--- config.mk ---
export PLATFORM = sky130hd
export DESIGN_NAME = gamepad_deadzone_and_button_edges
export DESIGN_NICKNAME = d
export VERILOG_FILES = /design/src/rtl/gdz_pkg.sv /design/src/rtl/gamepad_deadzone_and_button_edges.sv /design/src/rtl/gdz_dp.sv /design/src/rtl/gdz_ctrl.sv
export SDC_FILE = /design/constraint.sdc
export NUM_CORES = 2
export LEC_CHECK = 0
export ABC_CLOCK_PERIOD_IN_PS = 13810
export BUFFER_PORTS_ARGS = -buffer_cell sky130_fd_sc_hd__buf_2
export CORE_UTILIZATION = 40
export CTS_CLUSTER_DIAMETER = 30
export DETAILED_ROUTE_END_ITERATION = 16
export GPL_TIMING_DRIVEN = 0
export PLACE_DENSITY = 0.6
export SKIP_LAST_GASP = 1
export SLEW_MARGIN = 20
export SYNTH_ARGS = -nofsm -noshare
export SYNTH_HDL_FRONTEND = slang
export SYNTH_SLANG_ARGS = --single-unit
--- constraint.sdc ---
create_clock -name aclk -period 13.81 [get_ports aclk]
set_input_delay 1.381 -clock aclk [delete_from_list [all_inputs] [get_ports aclk]]
set_output_delay 1.381 -clock aclk [all_outputs]
set_load 0.01 [all_outputs]
--- src/rtl/gdz_pkg.sv ---
// ----------------------------------------------------------------------------
// gdz_pkg
// Shared types and constants for the gamepad dead zone and button edge block.
// ----------------------------------------------------------------------------
package gdz_pkg;

    localparam int BUTTON_COUNT_DEF = 15;
    localparam int PAD_COUNT_DEF    = 2;

    localparam int BTN_W   = 15;   // button word width
    localparam int DZ_W    = 15;   // dead zone register width
    localparam logic [DZ_W-1:0] DZ_RESET = 15'd8192;

    localparam int SQ_W    = 32;   // x*x + y*y
    localparam int RAD_W   = 48;   // radicand, sq << 16
    localparam int MAG_W   = 24;   // magnitude, unsigned Q16.8
    localparam int REM_W   = 26;   // root remainder
    localparam int DEN_W   = 40;   // (1 - dz) * mag
    localparam int NUM_W   = 57;   // dividend and shifted divisor
    localparam int QUO_W   = 18;   // quotient bits, wide enough to see overflow before saturation
    localparam int ROOT_STEPS = MAG_W;
    localparam int DIV_STEPS  = QUO_W;

    typedef struct packed {
        logic                in_pad;
        logic signed [15:0]  in_left_x;
        logic signed [15:0]  in_left_y;
        logic signed [15:0]  in_right_x;
        logic signed [15:0]  in_right_y;
        logic signed [15:0]  in_trigger_left;
        logic signed [15:0]  in_trigger_right;
        logic [BTN_W-1:0]    in_buttons;
    } in_t;

    typedef struct packed {
        logic                out_pad;
        logic signed [15:0]  out_left_x;
        logic signed [15:0]  out_left_y;
        logic signed [15:0]  out_right_x;
        logic signed [15:0]  out_right_y;
        logic [14:0]         out_trigger_left;
        logic [14:0]         out_trigger_right;
        logic [BTN_W-1:0]    out_held;
        logic [BTN_W-1:0]    out_pressed;
        logic [BTN_W-1:0]    out_released;
    } out_t;

    typedef enum logic [3:0] {
        OP_NONE,
        OP_LOAD,
        OP_SQ,
        OP_ROOT_INIT,
        OP_ROOT_STEP,
        OP_DEN,
        OP_NUM,
        OP_DIV_INIT,
        OP_DIV_STEP,
        OP_STORE,
        OP_ZERO,
        OP_OUT
    } op_t;

    typedef struct packed {
        op_t  op;
        logic stick;   // 0 left, 1 right
        logic axis;    // 0 x, 1 y
    } cmd_t;

    typedef struct packed {
        logic below;      // stick inside dead zone or zero magnitude
        logic root_done;
        logic div_done;
    } sts_t;

endpackage

--- src/rtl/gamepad_deadzone_and_button_edges.sv ---
// ----------------------------------------------------------------------------
// gamepad_deadzone_and_button_edges
// Radial dead zone on two sticks, trigger remap and button edge masks.
// ----------------------------------------------------------------------------
//  channel  | ports                          | moves
//  ---------+--------------------------------+---------------------------
//  input    | s_valid, s_ready, s_data       | one controller report
//  result   | m_valid, m_ready, m_data       | one conditioned report
//  config   | cfg_valid, cfg_ready, cfg_data | dead zone radius, Q0.15
//
// m_valid and s_ready rise together when a result is registered, after
// the input has run through the 24-step square root per stick and the
// 18-step divider per axis (skipped for a stick inside the dead zone).
// A new transaction is taken while the previous result waits in m_data;
// its result then holds until that one is taken.
// Reset clears the button history and sets the dead zone to 0.25.
// ----------------------------------------------------------------------------
module gamepad_deadzone_and_button_edges #(
    parameter int BUTTON_COUNT = gdz_pkg::BUTTON_COUNT_DEF,
    parameter int PAD_COUNT    = gdz_pkg::PAD_COUNT_DEF
) (
    input  logic                      aclk,
    input  logic                      aresetn,
    input  logic                      cfg_valid,
    output logic                      cfg_ready,
    input  logic [gdz_pkg::DZ_W-1:0]  cfg_data,
    input  logic                      s_valid,
    output logic                      s_ready,
    input  gdz_pkg::in_t              s_data,
    output logic                      m_valid,
    input  logic                      m_ready,
    output gdz_pkg::out_t             m_data
);

    gdz_pkg::cmd_t cmd;
    gdz_pkg::sts_t sts;

    assign cfg_ready = 1'b1;

    gdz_ctrl u_ctrl (
        .aclk    (aclk),
        .aresetn (aresetn),
        .s_valid (s_valid),
        .s_ready (s_ready),
        .m_valid (m_valid),
        .m_ready (m_ready),
        .sts     (sts),
        .cmd     (cmd)
    );

    gdz_dp #(
        .BUTTON_COUNT (BUTTON_COUNT),
        .PAD_COUNT    (PAD_COUNT)
    ) u_dp (
        .aclk      (aclk),
        .aresetn   (aresetn),
        .cfg_valid (cfg_valid),
        .cfg_data  (cfg_data),
        .s_data    (s_data),
        .cmd       (cmd),
        .sts       (sts),
        .m_data    (m_data)
    );

endmodule

--- src/rtl/gdz_dp.sv ---
// ----------------------------------------------------------------------------
// gdz_dp
// Datapath: multipliers, bit-serial square root, restoring divider,
// trigger remap, per-pad button history and the result register.
// ----------------------------------------------------------------------------
module gdz_dp #(
    parameter int BUTTON_COUNT = gdz_pkg::BUTTON_COUNT_DEF,
    parameter int PAD_COUNT    = gdz_pkg::PAD_COUNT_DEF
) (
    input  logic                      aclk,
    input  logic                      aresetn,
    input  logic                      cfg_valid,
    input  logic [gdz_pkg::DZ_W-1:0]  cfg_data,
    input  gdz_pkg::in_t              s_data,
    input  gdz_pkg::cmd_t             cmd,
    output gdz_pkg::sts_t             sts,
    output gdz_pkg::out_t             m_data
);

    localparam int SLOT_W = (PAD_COUNT > 1) ? $clog2(PAD_COUNT) : 1;
    localparam logic [gdz_pkg::BTN_W-1:0] BTN_MASK = (BUTTON_COUNT >= gdz_pkg::BTN_W) ?
        {gdz_pkg::BTN_W{1'b1}} : gdz_pkg::BTN_W'((32'd1 << BUTTON_COUNT) - 32'd1);

    logic [gdz_pkg::DZ_W-1:0]   dz_reg;
    gdz_pkg::in_t               in_reg;
    logic [gdz_pkg::BTN_W-1:0]  prev_reg [PAD_COUNT];
    logic [gdz_pkg::BTN_W-1:0]  held_reg, pressed_reg, released_reg;
    logic [gdz_pkg::SQ_W-1:0]   sq_reg;
    logic [gdz_pkg::RAD_W-1:0]  rad_reg;
    logic [gdz_pkg::REM_W-1:0]  rem_reg;
    logic [gdz_pkg::MAG_W-1:0]  root_reg;
    logic [4:0]                 rcnt_reg;
    logic                       zero_reg;
    logic [gdz_pkg::DEN_W-1:0]  den_reg;
    logic [gdz_pkg::NUM_W-1:0]  drem_reg, dsh_reg;
    logic [gdz_pkg::QUO_W-1:0]  quo_reg;
    logic [4:0]                 dcnt_reg;
    logic [15:0]                res_reg [4];
    gdz_pkg::out_t              out_reg;

    logic signed [15:0]         axis_val;
    logic [16:0]                mag;
    logic [SLOT_W-1:0]          slot;
    logic [gdz_pkg::BTN_W-1:0]  now_btn, before_btn;
    logic [27:0]                rem_sh, trial;
    logic [15:0]                one_m_dz;
    logic [gdz_pkg::MAG_W-1:0]  mag_diff;
    logic [40:0]                num_p;
    logic [15:0]                res_val;
    logic [1:0]                 res_idx;

    always_comb begin
        case ({cmd.stick, cmd.axis})
            2'b00:   axis_val = in_reg.in_left_x;
            2'b01:   axis_val = in_reg.in_left_y;
            2'b10:   axis_val = in_reg.in_right_x;
            default: axis_val = in_reg.in_right_y;
        endcase
    end

    assign mag      = axis_val[15] ? (17'd0 - {1'b1, axis_val}) : {1'b0, axis_val};
    assign slot     = (PAD_COUNT > 1) ? SLOT_W'(s_data.in_pad) : '0;
    assign now_btn  = s_data.in_buttons & BTN_MASK;
    assign before_btn = prev_reg[slot] & BTN_MASK;
    assign rem_sh   = {rem_reg, rad_reg[gdz_pkg::RAD_W-1 -: 2]};
    assign trial    = {2'b00, root_reg, 2'b01};
    assign one_m_dz = 16'(17'd32768 - {2'b00, dz_reg});
    assign mag_diff = root_reg - {1'b0, dz_reg, 8'd0};
    assign num_p    = {24'd0, mag} * {17'd0, mag_diff};
    assign res_idx  = {cmd.stick, cmd.axis};

    // saturate the quotient with the axis sign restored
    always_comb begin
        if (axis_val[15]) begin
            res_val = (quo_reg > 18'd32768) ? 16'h8000 : 16'(18'd0 - quo_reg);
        end else begin
            res_val = (quo_reg > 18'd32767) ? 16'h7fff : quo_reg[15:0];
        end
    end

    assign sts.below     = zero_reg || (root_reg == '0);
    assign sts.root_done = (rcnt_reg == '0);
    assign sts.div_done  = (dcnt_reg == '0);
    assign m_data        = out_reg;

    always_ff @(posedge aclk) begin
        if (!aresetn) begin
            dz_reg   <= gdz_pkg::DZ_RESET;
            rcnt_reg <= '0;
            dcnt_reg <= '0;
            for (int i = 0; i < PAD_COUNT; i++) begin
                prev_reg[i] <= '0;
            end
        end else begin
            if (cfg_valid) begin
                dz_reg <= cfg_data;
            end
            case (cmd.op)
                gdz_pkg::OP_LOAD: begin
                    in_reg         <= s_data;
                    held_reg       <= now_btn;
                    pressed_reg    <= now_btn & ~before_btn;
                    released_reg   <= before_btn & ~now_btn;
                    prev_reg[slot] <= now_btn;
                end
                gdz_pkg::OP_SQ: begin
                    if (cmd.axis) begin
                        sq_reg <= sq_reg + 32'({17'd0, mag} * {17'd0, mag});
                    end else begin
                        sq_reg <= 32'({17'd0, mag} * {17'd0, mag});
                    end
                end
                gdz_pkg::OP_ROOT_INIT: begin
                    rad_reg  <= {sq_reg, 16'd0};
                    rem_reg  <= '0;
                    root_reg <= '0;
                    rcnt_reg <= 5'(gdz_pkg::ROOT_STEPS);
                    zero_reg <= sq_reg < {2'b00, {15'd0, dz_reg} * {15'd0, dz_reg}};
                end
                gdz_pkg::OP_ROOT_STEP: begin
                    if (rem_sh >= trial) begin
                        rem_reg  <= gdz_pkg::REM_W'(rem_sh - trial);
                        root_reg <= {root_reg[gdz_pkg::MAG_W-2:0], 1'b1};
                    end else begin
                        rem_reg  <= gdz_pkg::REM_W'(rem_sh);
                        root_reg <= {root_reg[gdz_pkg::MAG_W-2:0], 1'b0};
                    end
                    rad_reg  <= {rad_reg[gdz_pkg::RAD_W-3:0], 2'b00};
                    rcnt_reg <= rcnt_reg - 5'd1;
                end
                gdz_pkg::OP_DEN: begin
                    den_reg <= {24'd0, one_m_dz} * {16'd0, root_reg};
                end
                gdz_pkg::OP_NUM: begin
                    drem_reg <= {1'b0, num_p, 15'd0};
                end
                gdz_pkg::OP_DIV_INIT: begin
                    // add half the divisor for round to nearest
                    drem_reg <= drem_reg + {18'd0, den_reg[gdz_pkg::DEN_W-1:1]};
                    dsh_reg  <= {den_reg, 17'd0};
                    quo_reg  <= '0;
                    dcnt_reg <= 5'(gdz_pkg::DIV_STEPS);
                end
                gdz_pkg::OP_DIV_STEP: begin
                    if (drem_reg >= dsh_reg) begin
                        drem_reg <= drem_reg - dsh_reg;
                        quo_reg  <= {quo_reg[gdz_pkg::QUO_W-2:0], 1'b1};
                    end else begin
                        quo_reg  <= {quo_reg[gdz_pkg::QUO_W-2:0], 1'b0};
                    end
                    dsh_reg  <= {1'b0, dsh_reg[gdz_pkg::NUM_W-1:1]};
                    dcnt_reg <= dcnt_reg - 5'd1;
                end
                gdz_pkg::OP_STORE: begin
                    res_reg[res_idx] <= res_val;
                end
                gdz_pkg::OP_ZERO: begin
                    res_reg[{cmd.stick, 1'b0}] <= '0;
                    res_reg[{cmd.stick, 1'b1}] <= '0;
                end
                gdz_pkg::OP_OUT: begin
                    out_reg.out_pad           <= in_reg.in_pad;
                    out_reg.out_left_x        <= res_reg[0];
                    out_reg.out_left_y        <= res_reg[1];
                    out_reg.out_right_x       <= res_reg[2];
                    out_reg.out_right_y       <= res_reg[3];
                    out_reg.out_trigger_left  <= {~in_reg.in_trigger_left[15],
                                                  in_reg.in_trigger_left[14:1]};
                    out_reg.out_trigger_right <= {~in_reg.in_trigger_right[15],
                                                  in_reg.in_trigger_right[14:1]};
                    out_reg.out_held          <= held_reg;
                    out_reg.out_pressed       <= pressed_reg;
                    out_reg.out_released      <= released_reg;
                end
                default: begin
                end
            endcase
        end
    end

endmodule

--- src/rtl/gdz_ctrl.sv ---
// ----------------------------------------------------------------------------
// gdz_ctrl
// Sequencer: steps both sticks through square and root, and outside the
// dead zone scale and divide, then hands the result to the output register.
// ----------------------------------------------------------------------------
module gdz_ctrl (
    input  logic            aclk,
    input  logic            aresetn,
    input  logic            s_valid,
    output logic            s_ready,
    output logic            m_valid,
    input  logic            m_ready,
    input  gdz_pkg::sts_t   sts,
    output gdz_pkg::cmd_t   cmd
);

    typedef enum logic [3:0] {
        ST_IDLE, ST_SQ_X, ST_SQ_Y, ST_ROOT_INIT, ST_ROOT_RUN, ST_DEN,
        ST_NUM, ST_DIV_INIT, ST_DIV_RUN, ST_EMIT
    } state_t;

    state_t state_reg;
    logic   stick_reg, axis_reg, m_valid_reg;
    logic   out_free;

    assign s_ready  = (state_reg == ST_IDLE);
    assign m_valid  = m_valid_reg;
    assign out_free = !m_valid_reg || m_ready;

    always_comb begin
        cmd.op    = gdz_pkg::OP_NONE;
        cmd.stick = stick_reg;
        cmd.axis  = axis_reg;
        unique case (state_reg)
            ST_IDLE:      if (s_valid) cmd.op = gdz_pkg::OP_LOAD;
            ST_SQ_X: begin
                cmd.op   = gdz_pkg::OP_SQ;
                cmd.axis = 1'b0;
            end
            ST_SQ_Y: begin
                cmd.op   = gdz_pkg::OP_SQ;
                cmd.axis = 1'b1;
            end
            ST_ROOT_INIT: cmd.op = gdz_pkg::OP_ROOT_INIT;
            ST_ROOT_RUN: begin
                if (!sts.root_done) cmd.op = gdz_pkg::OP_ROOT_STEP;
                else if (sts.below) cmd.op = gdz_pkg::OP_ZERO;
            end
            ST_DEN:       cmd.op = gdz_pkg::OP_DEN;
            ST_NUM:       cmd.op = gdz_pkg::OP_NUM;
            ST_DIV_INIT:  cmd.op = gdz_pkg::OP_DIV_INIT;
            ST_DIV_RUN:   cmd.op = sts.div_done ? gdz_pkg::OP_STORE : gdz_pkg::OP_DIV_STEP;
            ST_EMIT:      if (out_free) cmd.op = gdz_pkg::OP_OUT;
            default:      cmd.op = gdz_pkg::OP_NONE;
        endcase
    end

    always_ff @(posedge aclk) begin
        if (!aresetn) begin
            state_reg   <= ST_IDLE;
            stick_reg   <= 1'b0;
            axis_reg    <= 1'b0;
            m_valid_reg <= 1'b0;
        end else begin
            // raise on a new result, drop once the held one is taken
            if (state_reg == ST_EMIT && out_free) begin
                m_valid_reg <= 1'b1;
            end else if (m_ready) begin
                m_valid_reg <= 1'b0;
            end
            unique case (state_reg)
                ST_IDLE: begin
                    if (s_valid) begin
                        stick_reg <= 1'b0;
                        state_reg <= ST_SQ_X;
                    end
                end
                ST_SQ_X:      state_reg <= ST_SQ_Y;
                ST_SQ_Y:      state_reg <= ST_ROOT_INIT;
                ST_ROOT_INIT: state_reg <= ST_ROOT_RUN;
                ST_ROOT_RUN: begin
                    if (sts.root_done) begin
                        if (sts.below) begin
                            // stick zeroed, advance to the next stick or emit
                            stick_reg <= 1'b1;
                            state_reg <= stick_reg ? ST_EMIT : ST_SQ_X;
                        end else begin
                            axis_reg  <= 1'b0;
                            state_reg <= ST_DEN;
                        end
                    end
                end
                ST_DEN:      state_reg <= ST_NUM;
                ST_NUM:      state_reg <= ST_DIV_INIT;
                ST_DIV_INIT: state_reg <= ST_DIV_RUN;
                ST_DIV_RUN: begin
                    if (sts.div_done) begin
                        if (!axis_reg) begin
                            axis_reg  <= 1'b1;
                            state_reg <= ST_NUM;
                        end else begin
                            stick_reg <= 1'b1;
                            state_reg <= stick_reg ? ST_EMIT : ST_SQ_X;
                        end
                    end
                end
                ST_EMIT: begin
                    if (out_free) begin
                        state_reg <= ST_IDLE;
                    end
                end
                default: state_reg <= ST_IDLE;
            endcase
        end
    end

endmodule

After elaboration in Yosys (flattened, before gate mapping)
Memories as Yosys holds them, arrays and structs flattened. A register that Yosys moved wholly into a read port is not among the register bits.
Index checks and enable logic that the tools add are counted.

operators by class
  add/subtract/negate cells = 10
  $mul = 4
  order comparisons = 5
  equality and inequality tests = 30
  muxes and demuxes = 61
  bitwise gates (word level) = 6
  reductions and logical operators = 29

operator list
  operator                                             number
  one-hot mux 57 bit (3 select lines)                  1
  one-hot mux 57 bit (2 select lines)                  1
  one-hot mux 48 bit (2 select lines)                  1
  2-to-1 mux 16 bit                                    4
  adder 57 x 39 -> 57 bit                              1
  greater-or-equal comparator 57 bit                   1
  2-to-1 mux 57 bit                                    1
  subtractor 57 bit                                    1
  one-hot mux 26 bit (2 select lines)                  1
  one-hot mux 16 bit (3 select lines)                  1
  one-hot mux 24 bit (2 select lines)                  1
  multiplier 17 x 24 -> 41 bit                         1
  multiplier 16 x 24 -> 40 bit                         1
  2-to-1 mux 4 bit                                     10
  one-hot mux 4 bit (10 select lines)                  1
  one-hot mux 18 bit (2 select lines)                  1
  one-hot mux 4 bit (9 select lines)                   1
  adder 32 bit                                         1
  equality test 4 x 3 -> 1 bit, second input constant  8
  less-than comparator 32 x 30 -> 1 bit                1
  multiplier 17 x 17 -> 32 bit                         1
  2-to-1 mux 32 bit                                    1
  AND 15 bit                                           2
  multiplier 15 x 15 -> 30 bit                         1
  42 further kinds                                     101

word-level totals
  bits in registers = 553
  RAM bits = 94
  input port bits = 132
  logic and storage cells = 179
  memories = 2

memories
  memory         depth  width  rd ports  clocked after memory_dff  wr ports  RTL line      RTL
  u_dp.res_reg   4      16     4         4                         2         gdz_dp.sv:38  logic [15:0] res_reg [4];
  u_dp.prev_reg  2      15     1         0                         2         gdz_dp.sv:26  logic [gdz_pkg::BTN_W-1:0] prev_reg [PAD_COUNT];

Longest topological paths before layout
  depth in word-level cells = 11
  gate-level depth with buffers = 49
  depth with buffers taken out = 44

Cells and area by module
A second synthesis with hierarchy kept.

second synthesis, totals
  cell total of the unflattened synthesis = 7490
  area total of the unflattened synthesis = 73638.1 sq um

by module, submodules not included
  module                             instances  cells an instance  area each (sq um)  seq. area each (sq um)
  gdz_dp                             1          7407               72990.0            19708.9
  gdz_ctrl                           1          81                 636.9              140.1
  gamepad_deadzone_and_button_edges  1          2                  11.3               0.0

Least setup slack after synthesis
Ideal clock, no wire load.

  path type = input to register
  from = input port m_ready
  to = register m_data[100] (netlist name)
  arrival = 11319 ps
  data required time = 12999 ps
  path slack = 1680 ps
  stages on the path = 4
  cells stage by stage = nand2b_1 > nor2b_1 > a41oi_1 > nor3_1

between the ends
  longest elaborated chain between the ends = 5

RTL lines
  item                                  RTL line                                 RTL
  from (decl)                           gamepad_deadzone_and_button_edges.sv:31  input logic m_ready,
  logical OR 1 bit                      gdz_ctrl.sv:28                           assign out_free = !m_valid_reg || m_ready;
  2-to-1 mux 4 bit                      gdz_ctrl.sv:53                           ST_EMIT: if (out_free) cmd.op = gdz_pkg::OP_OUT;
  one-hot mux 4 bit (9 select lines)    gdz_ctrl.sv:34                           unique case (state_reg)
  equality test 4 bit                   gdz_dp.sv:98                             case (cmd.op)
  AND reduction 2 bit (no source line)  --

No other way between the ends.
A chain may end at the register's enable or synchronous reset.

Final worst setup path
  from = register u_ctrl.state_reg[3]
  to = register u_dp.sq_reg[30] (netlist bit), data pin

between the ends
  longest elaborated chain between the ends = 9
  elaborated cells on any way between the ends = 12
  classes of those cells = add/sub (2); mul (1); eq/ne (4); mux (4); reduce/logical (1)

RTL lines
  item                                                                                 RTL line                      RTL
  from (decl)                                                                          gdz_ctrl.sv:22                state_t state_reg;
  from (signal assigned)                                                               gdz_ctrl.sv:86                state_reg <= stick_reg ? ST_EMIT : ST_SQ_X;
  from (signal assigned)                                                               gdz_ctrl.sv:103               state_reg <= stick_reg ? ST_EMIT : ST_SQ_X;
  equality test 4 x 2 -> 1 bit / equality test 4 x 1 -> 1 bit (equally long branches)  gdz_ctrl.sv:34
  one-hot mux 1 bit (2 select lines) *                                                 gdz_ctrl.sv:34
  equality test 2 bit (tied with other cells)                                          gdz_dp.sv:53                  case ({cmd.stick, cmd.axis})
  one-hot mux 16 bit (3 select lines)                                                  gdz_dp.sv:53
  subtractor 1 x 17 -> 17 bit                                                          gdz_dp.sv:61                  assign mag = axis_val[15] ? (17'd0 - {1'b1, axis_val}) : {1'b0, axis_val};
  2-to-1 mux 17 bit                                                                    gdz_dp.sv:61
  multiplier 17 x 17 -> 32 bit                                                         gdz_dp.sv:108, gdz_dp.sv:110
  adder 32 bit                                                                         gdz_dp.sv:108                 sq_reg <= sq_reg + 32'({17'd0, mag} * {17'd0, mag});
  2-to-1 mux 32 bit *                                                                  gdz_dp.sv:107                 if (cmd.axis) begin
  to (signal assigned)                                                                 gdz_dp.sv:108
  to (signal assigned)                                                                 gdz_dp.sv:110                 sq_reg <= 32'({17'd0, mag} * {17'd0, mag});
  to (decl)                                                                            gdz_dp.sv:28                  logic [gdz_pkg::SQ_W-1:0] sq_reg;

Every way passes the cells marked *; elsewhere a longest branch is shown, timed or not.

==> results.json <==
{
  "cts.sinks": 693,
  "setup_viol": 0,
  "area_growth_pct": 14.6,
  "die_h_um": 430,
  "io_buffers": 270,
  "avgSynthCellArea_um2": 9.76,
  "antenna_left": 0,
  "ys_dominant_reg_cell": "edfxtp_1",
  "first_global_vias": 57300,
  "critPathRequiredTime_ns": 14.41,
  "hold_class": "reg -> reg",
  "finClkSkew_ns": 0.0919,
  "crit_path_frequent_cell": "inv_1",
  "tightest_slew_ns": 1.22,
  "drt_iter0_drc": 4323,
  "wirelength_mm": 219,
  "slew_headroom_pct": 18.2,
  "htreeDepth": 4,
  "initial_utilization_pct": 40.5,
  "cts_tree": "done",
  "dr.pass1.iters": 6,
  "die-area_um2": 185000,
  "cp_slowest_cell": "clkdlybuf4s15_1",
  "rows": 156,
  "dpl_cell_area_um2": 78500,
  "syn_area_um2": 73400,
  "num_io_pins": 275,
  "dpl.cell_count": 10200,
  "drc_errors": 0,
  "period_share_pct": 95.6,
  "dp_hpwl_mm": 178,
  "cp-end-kind": "register",
  "finalCriticalPeriod_ns": 13.20,
  "synth_edf_count": 597,
  "drive_gt1_share_pct": 8.51,
  "die_x_um": 430,
  "clock.fmax_mhz": 75.8,
  "yosysWarnings": 0,
  "timing.hold.ws_ns": 0.410,
  "cts-root-buf": "clkbuf_16",
  "grt.total_usage_pct": 23.7,
  "seq_area_frac_synth_pct": 27.0,
  "worstSetupPathType": "reg -> reg",
  "cts_buffers": 157,
  "clock_latency_ns": 0.80,
  "cap_violations": 0,
  "largest_reg_flops": 95,
  "status": "complete, no violations",
  "antenna_found_initial": 9,
  "ys_types": 98,
  "clockBufferDepth": 3,
  "wire_per_inst_um": 20.8,
  "gp_congestion": 0.968,
  "critPathLaunchType": "register",
  "crit_family": "adder cells",
  "final_nets": 9757,
  "viasPerCell": 5.30,
  "grt_pass1_wl_mm": 337,
  "ys_seq_elements": 693,
  "synth_cells": 7522,
  "core_area_um2": 182000,
  "stdcell_count": 10500,
  "via_count": 55900,
  "design_area_um2": 84100,
  "drv_slew": 0,
  "cpPeakStageDelay_ns": 0.80,
  "rsz0062_at_grt": "no",
  "finalHoldViolCount": 0,
  "cp_max_fo": 12,
  "cts.clk_slew.worst_paths_ns": 0.05,
  "grt_max_degree": 61,
  "arrival_ns": 13.80,
  "cp_num_buf_inv": 11,
  "async_flop_share_pct": 0,
  "postCtsSetupRepairBufs": 0,
  "grt-ovfl-total": 0
}
[cell usage in the layout (no fill, tap or decap), types with 121 or more instances in the layout]
| cell | Yosys | final |
|---|---|---|
| nand2_1 | 1076 | 1076 |
| clkbuf_16 | 0 | 158 |
| buf_2 | 19 | 289 |
| nor2_1 | 489 | 486 |
| and2_1 | 210 | 209 |
| inv_1 | 1198 | 1198 |
| o21ai_0 | 251 | 251 |
| fa_1 | 959 | 959 |
| clkbuf_1 | 255 | 261 |
| a21oi_1 | 314 | 314 |
| edfxtp_1 | 597 | 597 |
| ha_1 | 631 | 631 |
| xor2_1 | 125 | 121 |
| xnor2_1 | 198 | 188 |
| a21o_1 | 134 | 134 |
[synthesized netlist by cell type, types with 23 or more instances]
library cell | count | share of area, %
and2_1 | 210 | 1.8
fa_1 | 959 | 26
inv_1 | 1198 | 6.1
xnor2_1 | 198 | 2.4
a31oi_1 | 41 | 0.35
a21oi_1 | 314 | 2.1
nor3_1 | 79 | 0.54
nand2b_1 | 60 | 0.51
edfxtp_1 | 597 | 24
xor2_1 | 125 | 1.5
o21ai_0 | 251 | 1.7
and3_1 | 44 | 0.37
mux2i_1 | 58 | 0.79
o21a_1 | 60 | 0.61
o221ai_1 | 23 | 0.27
clkbuf_1 | 255 | 1.3
o21bai_1 | 44 | 0.45
nand2_1 | 1076 | 5.5
nand3_1 | 79 | 0.54
nor2_1 | 489 | 2.5
a21o_1 | 134 | 1.4
a211oi_1 | 30 | 0.31
nand4_1 | 39 | 0.33
ha_1 | 631 | 11
or3_1 | 32 | 0.27
dfxtp_1 | 96 | 2.6
nor2b_1 | 40 | 0.34
[per-stage QoR]
| stage | worst slack [ns] | util [%] | setup TNS (ns) |
|---|---|---|---|
| 6_report | 0.609 | 46.4 | 0 |
| 2_1_floorplan | 1.68 | - | 0 |
| 4_1_cts | 0.571 | 46.3 | 0 |
| 3_3_place_gp | -3.10 | 43.0 | -431.37 |
| 3_5_place_dp | 0.615 | 43.3 | 0 |
| 5_1_grt | 0.0649 | 46.3 | 0 |
[timing repair]
action / 4_1_cts / 5_1_grt
hold buffers: 0 / 0
resized for setup: 0 / 2
setup endpoints to repair: 0 / 2
[kinds of logic (layout without fill, tap and decap cells)]
group           Yosys count  after routing  synth area share, %
simple gates           2228           2228                 13.6
fa+ha+maj              1590           1590                 36.9
buf+inv                1511           2102                 7.80
compound gates         1096           1096                 9.49
flops                   693            693                 27.0
xor+xnor                323            323                 3.85
mux                      79             79                 1.34
other cells               2             66               0.0102
[worst reg2reg max path, delay by kind of cell, from the launching register on]
kind	cells	cell delay, ns
compound gates	14	2.70
xor+xnor	1	0.64
fa+ha+maj	9	4.24
buf+inv	11	2.88
flops	1	0.47
mux	1	0.77
simple gates	6	1.40
[path summary, 6_finish.rpt]
check                            from              end  slack (ns)  cells after the start
setup / recovery  u_ctrl.state_reg[3]  u_dp.sq_reg[30]        0.61                     42
hold / removal    u_dp.pressed_reg[4]  u_dp.m_data[19]        0.41                      0
setup reg to reg  u_ctrl.state_reg[3]  u_dp.sq_reg[30]        0.61                     42
hold reg to reg   u_dp.pressed_reg[4]  u_dp.m_data[19]        0.41                      0
[routing by layer]
metal	part of all wire, %	track usage (%)	up-vias
met5	0.039	0	-
met4	3.8	8.58	12
met3	7.8	4.73	450
met2	46	38.5	2098
met1	42	31.4	27800
li1	-	-	25600
[layout make-up]
type	count	area, µm²
fillers	17200	97400
multi-input cells	5376	48200
flip-flops and latches	693	19800
inverters	1212	4550
clock buffers	178	4100
well taps	2370	2970
repair buffers	297	1740
clock inverters	117	1490
plain buffers	298	1190
diodes	6	15.0
Power is left out: the tool's default activity adds up to more than one toggle a clock period on the data nets, which glitch-free logic cannot reach.
